File: src/rtl/core/dq_pkg.sv
`timescale 1ns / 1ps
// ============================================================================
// Deque package
// Shared widths, request codes and status codes of the double-ended queue.
// ============================================================================
package dq_pkg;

    localparam int DQ_DEPTH  = 32;
    localparam int REQ_W     = 3;
    localparam int VALUE_W   = 32;
    localparam int STATUS_W  = 2;
    localparam int ENTRIES_W = 7;
    localparam int S_TDATA_W = 32;
    localparam int M_TDATA_W = 40;

    typedef enum logic [REQ_W-1:0] {
        REQ_PUSH_FRONT = 3'd0,
        REQ_PUSH_BACK  = 3'd1,
        REQ_LIST       = 3'd2,
        REQ_POP_FRONT  = 3'd3,
        REQ_POP_BACK   = 3'd4
    } req_kind_t;

    typedef enum logic [STATUS_W-1:0] {
        STAT_OK    = 2'd0,
        STAT_EMPTY = 2'd1,
        STAT_FULL  = 2'd2
    } status_t;

endpackage

File: src/rtl/core/dq_ram.sv
`timescale 1ns / 1ps
// ============================================================================
// Generic RAM
// One write port and one read port; read data is registered and holds its
// value until the next read.
// ============================================================================
module dq_ram #(
    parameter int WIDTH = 32,
    parameter int DEPTH = 32
) (
    input  logic                     clk,
    input  logic                     we,
    input  logic [$clog2(DEPTH)-1:0] waddr,
    input  logic [WIDTH-1:0]         wdata,
    input  logic                     re,
    input  logic [$clog2(DEPTH)-1:0] raddr,
    output logic [WIDTH-1:0]         rdata
);

    logic [WIDTH-1:0] mem [DEPTH];
    logic [WIDTH-1:0] rdata_reg;

    always_ff @(posedge clk)
    begin
        if (we)
        begin
            mem[waddr] <= wdata;
        end
        if (re)
        begin
            rdata_reg <= mem[raddr];
        end
    end

    assign rdata = rdata_reg;

endmodule

File: src/rtl/core/dq_addr.sv
`timescale 1ns / 1ps
// ============================================================================
// Circular address unit
// Adds an offset to the front index and wraps the sum into the store depth.
// ============================================================================
module dq_addr #(
    parameter int DEPTH = 32
) (
    input  logic [$clog2(DEPTH)-1:0] base,
    input  logic [$clog2(DEPTH)-1:0] offset,
    output logic [$clog2(DEPTH)-1:0] addr
);

    localparam int AW = $clog2(DEPTH);
    localparam logic [AW:0] DEPTH_V = (AW+1)'(DEPTH);

    logic [AW:0] sum_raw;
    logic [AW:0] sum_wrap;

    // Both operands stay below the depth, so one subtract is enough.
    assign sum_raw  = {1'b0, base} + {1'b0, offset};
    assign sum_wrap = (sum_raw >= DEPTH_V) ? (sum_raw - DEPTH_V) : sum_raw;
    assign addr     = sum_wrap[AW-1:0];

endmodule

File: src/rtl/core/double_ended_queue_top.sv
`timescale 1ns / 1ps
// ============================================================================
// Double-ended queue
// Bounded deque of 32-bit words in a circular RAM with front index and count.
// ============================================================================
// Usage:
// Requests arrive on the s_ group: s_tuser carries the request kind (push
// front, push back, list, pop front, pop back) and s_tdata the word to push.
// Results leave on the m_ group: m_tuser is the status, m_tdata holds the
// value and the entry count after the request, and m_tlast marks the final
// beat of a request. Undefined kinds are taken and produce no beat.
// A push, or a pop or list that finds the queue empty, gives its beat
// in the cycle after acceptance. A pop reads the RAM on acceptance and
// gives its beat from the pop state. A list reads its first entry on
// acceptance, then gives one entry per cycle while m_tready is high.
// These sequences are set by the single registered RAM read port and the one
// circular address adder, which the sequencer shares among all requests.
// s_tready is low while a pop or list is in progress and while a result
// beat waits in the output register; a stalled receiver simply holds the
// block. Reset empties the queue at once; the RAM needs no clearing.
// ============================================================================
module double_ended_queue_top #(
    parameter int DEPTH = dq_pkg::DQ_DEPTH
) (
    input  logic                         clk,
    input  logic                         rst_n,
    input  logic                         s_tvalid,
    output logic                         s_tready,
    input  logic [dq_pkg::S_TDATA_W-1:0] s_tdata,   // [31:0] push_value
    input  logic [dq_pkg::REQ_W-1:0]     s_tuser,   // [2:0] req_type
    output logic                         m_tvalid,
    input  logic                         m_tready,
    output logic [dq_pkg::M_TDATA_W-1:0] m_tdata,   // [31:0] out_value, [38:32] entries_held
    output logic [dq_pkg::STATUS_W-1:0]  m_tuser,   // [1:0] status
    output logic                         m_tlast
);

    import dq_pkg::*;

    localparam int AW = $clog2(DEPTH);
    localparam int CW = $clog2(DEPTH + 1);

    typedef enum logic [1:0] {
        ST_IDLE,
        ST_POP,
        ST_LIST
    } state_t;

    state_t               state_reg;
    logic [AW-1:0]        front_reg;
    logic [CW-1:0]        count_reg;
    logic [AW-1:0]        idx_reg;
    logic                 pop_front_reg;
    logic                 m_tvalid_reg;
    status_t              status_reg;
    logic [VALUE_W-1:0]   value_reg;
    logic [ENTRIES_W-1:0] held_reg;
    logic                 last_reg;

    logic                 accept;
    logic                 out_free;
    logic                 full;
    logic                 empty;
    logic                 list_last;
    logic                 beat_load;
    logic [AW-1:0]        offset;
    logic [AW-1:0]        slot_addr;
    logic                 ram_we;
    logic                 ram_re;
    logic [VALUE_W-1:0]   ram_rdata;

    assign out_free  = !m_tvalid_reg || m_tready;
    assign s_tready  = (state_reg == ST_IDLE) && out_free;
    assign accept    = s_tvalid && s_tready;
    assign full      = (count_reg == CW'(DEPTH));
    assign empty     = (count_reg == '0);
    assign list_last = (CW'(idx_reg) == (count_reg - CW'(1)));

    // Offset into the circular store for the shared address unit.
    always_comb
    begin
        offset = '0;
        case (state_reg)
            ST_IDLE:
            begin
                case (s_tuser)
                    REQ_PUSH_FRONT: offset = AW'(DEPTH - 1);
                    REQ_PUSH_BACK:  offset = count_reg[AW-1:0];
                    REQ_POP_BACK:   offset = AW'(count_reg - CW'(1));
                    default:        offset = '0;
                endcase
            end
            ST_POP:  offset = AW'(1);
            ST_LIST: offset = idx_reg + AW'(1);
            default: offset = '0;
        endcase
    end

    dq_addr #(
        .DEPTH (DEPTH)
    ) u_addr (
        .base   (front_reg),
        .offset (offset),
        .addr   (slot_addr)
    );

    always_comb
    begin
        ram_we = 1'b0;
        ram_re = 1'b0;
        if (state_reg == ST_IDLE && accept)
        begin
            case (s_tuser)
                REQ_PUSH_FRONT, REQ_PUSH_BACK:           ram_we = !full;
                REQ_LIST, REQ_POP_FRONT, REQ_POP_BACK:   ram_re = !empty;
                default:                                 ram_re = 1'b0;
            endcase
        end
        else if (state_reg == ST_LIST && out_free && !list_last)
        begin
            ram_re = 1'b1;
        end
    end

    // A new result beat enters the output register this cycle.
    always_comb
    begin
        beat_load = 1'b0;
        case (state_reg)
            ST_IDLE:
            begin
                if (accept)
                begin
                    case (s_tuser)
                        REQ_PUSH_FRONT, REQ_PUSH_BACK:         beat_load = 1'b1;
                        REQ_LIST, REQ_POP_FRONT, REQ_POP_BACK: beat_load = empty;
                        default:                               beat_load = 1'b0;
                    endcase
                end
            end
            ST_POP:  beat_load = out_free;
            ST_LIST: beat_load = out_free;
            default: beat_load = 1'b0;
        endcase
    end

    dq_ram #(
        .WIDTH (VALUE_W),
        .DEPTH (DEPTH)
    ) u_ram (
        .clk   (clk),
        .we    (ram_we),
        .waddr (slot_addr),
        .wdata (s_tdata[VALUE_W-1:0]),
        .re    (ram_re),
        .raddr (slot_addr),
        .rdata (ram_rdata)
    );

    always_ff @(posedge clk or negedge rst_n)
    begin
        if (!rst_n)
        begin
            state_reg     <= ST_IDLE;
            front_reg     <= '0;
            count_reg     <= '0;
            idx_reg       <= '0;
            pop_front_reg <= 1'b0;
            m_tvalid_reg  <= 1'b0;
            status_reg    <= STAT_OK;
            value_reg     <= '0;
            held_reg      <= '0;
            last_reg      <= 1'b0;
        end
        else
        begin
            m_tvalid_reg <= beat_load || (m_tvalid_reg && !m_tready);
            case (state_reg)
                ST_IDLE:
                begin
                    if (accept)
                    begin
                        case (s_tuser)
                            REQ_PUSH_FRONT, REQ_PUSH_BACK:
                            begin
                                value_reg    <= '0;
                                last_reg     <= 1'b1;
                                if (full)
                                begin
                                    status_reg <= STAT_FULL;
                                    held_reg   <= ENTRIES_W'(count_reg);
                                end
                                else
                                begin
                                    status_reg <= STAT_OK;
                                    held_reg   <= ENTRIES_W'(count_reg + CW'(1));
                                    count_reg  <= count_reg + CW'(1);
                                    if (s_tuser == REQ_PUSH_FRONT)
                                    begin
                                        front_reg <= slot_addr;
                                    end
                                end
                            end
                            REQ_LIST, REQ_POP_FRONT, REQ_POP_BACK:
                            begin
                                if (empty)
                                begin
                                    status_reg   <= STAT_EMPTY;
                                    value_reg    <= '0;
                                    held_reg     <= '0;
                                    last_reg     <= 1'b1;
                                end
                                else if (s_tuser == REQ_LIST)
                                begin
                                    idx_reg   <= '0;
                                    state_reg <= ST_LIST;
                                end
                                else
                                begin
                                    count_reg     <= count_reg - CW'(1);
                                    pop_front_reg <= (s_tuser == REQ_POP_FRONT);
                                    state_reg     <= ST_POP;
                                end
                            end
                            default:
                            begin
                                state_reg <= ST_IDLE;
                            end
                        endcase
                    end
                end
                ST_POP:
                begin
                    if (out_free)
                    begin
                        status_reg   <= STAT_OK;
                        value_reg    <= ram_rdata;
                        held_reg     <= ENTRIES_W'(count_reg);
                        last_reg     <= 1'b1;
                        // The front moves only after its word has been read.
                        if (pop_front_reg)
                        begin
                            front_reg <= slot_addr;
                        end
                        state_reg <= ST_IDLE;
                    end
                end
                ST_LIST:
                begin
                    if (out_free)
                    begin
                        status_reg   <= STAT_OK;
                        value_reg    <= ram_rdata;
                        held_reg     <= ENTRIES_W'(count_reg);
                        last_reg     <= list_last;
                        if (list_last)
                        begin
                            state_reg <= ST_IDLE;
                        end
                        else
                        begin
                            idx_reg <= idx_reg + AW'(1);
                        end
                    end
                end
                default:
                begin
                    state_reg <= ST_IDLE;
                end
            endcase
        end
    end

    assign m_tvalid = m_tvalid_reg;
    assign m_tdata  = {{(M_TDATA_W - VALUE_W - ENTRIES_W){1'b0}}, held_reg, value_reg};
    assign m_tuser  = status_reg;
    assign m_tlast  = last_reg;

    // The entry count never passes the store depth.
    a_count_bound: assert property (@(posedge clk) disable iff (!rst_n)
        count_reg <= CW'(DEPTH))
        else $error("entry count exceeds depth");

    // A list is only walked over a queue that holds entries.
    a_list_nonempty: assert property (@(posedge clk) disable iff (!rst_n)
        (state_reg == ST_LIST) |-> (count_reg != '0))
        else $error("list walk over an empty queue");

    // A pop from a nonempty queue removes exactly one entry.
    a_pop_count: assert property (@(posedge clk) disable iff (!rst_n)
        (accept && (s_tuser == REQ_POP_FRONT || s_tuser == REQ_POP_BACK) && !empty)
        |=> (count_reg == $past(count_reg) - CW'(1)))
        else $error("pop did not remove one entry");

    // Nothing is written to the store while a full push is dropped.
    a_full_drop: assert property (@(posedge clk) disable iff (!rst_n)
        (accept && full) |-> !ram_we)
        else $error("write into a full queue");

endmodule
File: config.mk
export PLATFORM = sky130hd
export DESIGN_NAME = double_ended_queue_top
export DESIGN_NICKNAME = d
export VERILOG_FILES = /design/src/rtl/core/dq_pkg.sv /design/src/rtl/core/dq_ram.sv /design/src/rtl/core/dq_addr.sv /design/src/rtl/core/double_ended_queue_top.sv
export SDC_FILE = /design/constraint.sdc
export NUM_CORES = 1
export LEC_CHECK = 0
export BUFFER_PORTS_ARGS = -buffer_cell sky130_fd_sc_hd__buf_4
export CAP_MARGIN = 20
export CORE_ASPECT_RATIO = 0.8
export CORE_UTILIZATION = 62
export DETAILED_ROUTE_END_ITERATION = 7
export PLACE_DENSITY_LB_ADDON = 0.12
export SLEW_MARGIN = 30
export SYNTH_ARGS = -nofsm -noshare
export SYNTH_HDL_FRONTEND = slang
export SYNTH_HIERARCHICAL = 1
export SYNTH_SLANG_ARGS = --single-unit
File: constraint.sdc
create_clock -name clk -period 7 [get_ports clk]
set_clock_uncertainty 0.2 [all_clocks]
set_input_delay 0 -clock clk [delete_from_list [all_inputs] [get_ports clk]]
set_output_delay 0 -clock clk [all_outputs]
set_load 0.1 [all_outputs]
==> flow_metrics.tcl <==
set metrics [dict create \
    ys_seq_elements 1118 \
    cts_inserted_buffers 102 \
    clockBufferDepth 3 \
    relSlewSlack 0.230 \
    grt_max_degree 145 \
    synth.top_cell.area_share 0.714 \
    htreeDepth 3 \
    die_area_um2 72700 \
    endpoint_kind "flop" \
    startpoint_type "flop" \
    die_w_um 301 \
    yosys_warnings 6 \
    status "complete, but fails checks" \
    yosys.area.top_type "edfxtp_1" \
    critPathRequiredTime_ns 7.13 \
    maxCapViolations 0 \
    r2r-end "u_ram/mem[1][30]" \
    netlist_top_cells_count "edfxtp_1, mux2i_1, nand2_1, a21oi_1, nand3_1" \
    reg2reg_slack_ns 1.85 \
    worstRegToRegCells 11 \
    clock_sink_count 1118 \
    timing.final.crit_share 0.736 \
    avgViaCountPerCell 6.40 \
    routed_wl_um 106000 \
    rows 87 \
    ys_seq_area_frac 0.749 \
    start_util 0.628 \
    min_to "u_ram/mem[7][7]" \
    worstHoldPathCells 2 \
    period_minus_slack_ns 5.15 \
    rsz0062_at_grt "no" \
    antenna_found_initial 2 \
    dr.pass1.iters 8 \
    root_buffer "clkbuf_16" \
    arrival_ns 5.28 \
    synthesis.area_um2 44400 \
    critPathKind "flop to flop" \
    gp_congestion 0.825 \
    antenna_left 0 \
    avgSynthCellArea_um2 16.6 \
    die_h_um 241 \
    grt_pass1_vias 23700 \
    io-pin-count 84 \
    tightest_slew_ns 1.15 \
    grt_pass1_wl_um 155000 \
    crit_path_max_fanout 19 \
    synthCells 2666 \
    clkTransAtPathRegs_ns 0.06 \
    largest_register_ffs 1024 \
    ys.flop_type "edfxtp_1" \
    cts_tree "yes" \
    hp-start "s_tdata[7]" \
    dp_hpwl_um 60000 \
    finalHoldViolCount 0 \
    synth-edff-count 1056 \
    routedWlPerCell_um 27.7 \
    reg2reg_from "state_reg[0]" \
    critPathLaunch "state_reg[0]" \
    post-route-drc-count 3 \
    synth_most_common_cell "edfxtp_1" \
    synth_fp_nets 2718 \
    layout-drive-gt1-share 0.126 \
    port_buffers 82 \
    synth_cell_type_count 65 \
    setup_viol 0 \
    drt_iter0_drc 2724 \
    syn2layout_area_growth_pct 13.2 \
    grt-ovfl-total 0 \
    min_path_type "primary input to flop" \
    synthArstFlopShare 0.0555 \
    vias 24500 \
    fin_setup_tns_ns 0 \
    grtUsageTotal 0.295 \
    diodes 0 \
    max_freq_mhz 194 \
    synthTopCellsByArea "edfxtp_1, mux2i_1, dfrtp_1" \
    violations "design-rule violations" \
    cts_resized 0 \
    nets 2865 \
    drv_slew 0 \
    cts_setup_buffers 0 \
    core_area_um2 70600 \
    clk_latency_ns 0.67 \
]
-- worst max path at each step --
stage / endpoint / cells after the start / slack [ns]
finish: u_ram/mem[1][30] / 11 / 1.85
global placement: u_ram/mem[24][11] / 14 / 1.64
CTS: u_ram/mem[24][9] / 14 / 1.41
global route: u_ram/mem[1][30] / 11 / 1.61
detailed placement: u_ram/mem[24][12] / 14 / 1.49
floorplan: u_ram/mem[19][0] / 14 / 1.92
-- area by class of cell --
| class | count | area, µm² |
|---|---|---|
| well taps | 934 | 1170 |
| multi-input cells | 1385 | 10500 |
| flip-flops and latches | 1118 | 33300 |
| clock buffers | 141 | 2850 |
| clock inverters | 46 | 337 |
| fillers | 4363 | 20400 |
| repair buffers | 197 | 2030 |
| inverters | 9 | 33.8 |
-- layer usage --
layer,GRT usage,vias to the layer above,share of wire
li1,-,10700,-
met4,0.0857,6,0.026
met1,0.435,12500,0.42
met2,0.451,1173,0.46
met5,0,-,0.00039
met3,0.0606,158,0.087
-- cell usage in the layout (no fill, tap or decap), types with 35 or more instances in the layout --
cell              n
nor3_1           40
dfrtp_1          62
clkbuf_16       104
a21oi_1         107
o21ai_0          44
nand2_1         189
buf_4           128
a22o_1           64
edfxtp_1       1056
nand3_1         107
mux2i_1         515
a22oi_1         100
dlygate4sd3_1    45
a31oi_1          35
-- kinds of logic (layout without fill, tap and decap cells) --
logic type	after synthesis	after routing	synth area share
other cells	1	1	0.0000845
simple gates	441	441	0.0455
xor+xnor	18	18	0.00355
mux	523	523	0.118
flops	1118	1118	0.749
fa+ha+maj	13	13	0.00383
buf+inv	163	393	0.0208
compound gates	389	389	0.0586
-- critical path, cell delays in order, from the launching register on --
cell	delay, ns
dfrtp_1	0.41
inv_1	0.16
ha_4	0.21
inv_1	0.10
nor2_1	0.32
a221oi_1	0.14
nor2_1	0.22
ha_4	0.17
fa_1	0.60
nand3b_1	0.80
nor2_4	0.98
buf_4	0.44
-- what timing repair did --
action,in CTS,in global routing
endpoints found under the setup margin,0,0
hold endpoints to repair,1118,0
hold buffers,46,0
-- metrics by stage --
| step | utilization | std cells | setup slack, ns | instance area (µm²) | hold WS [ns] |
|---|---|---|---|---|---|
| 6_report | 0.711 | 3830 | 1.85 | 50200 | 0.106 |
| 5_1_grt | 0.711 | 3830 | 1.61 | 50200 | 0.0962 |
| 4_1_cts | 0.710 | 3827 | 1.41 | 50100 | 0.0712 |
| 3_5_place_dp | 0.658 | 3594 | 1.49 | 46500 | 0.0169 |
| 3_3_place_gp | 0.652 | 3579 | 1.64 | 46000 | -0.0137 |
| 2_1_floorplan | - | 2666 | 1.92 | 44400 | -0.496 |
Power is left out: the tool's default activity adds up to more than one toggle a clock period on the data nets, which glitch-free logic cannot reach.
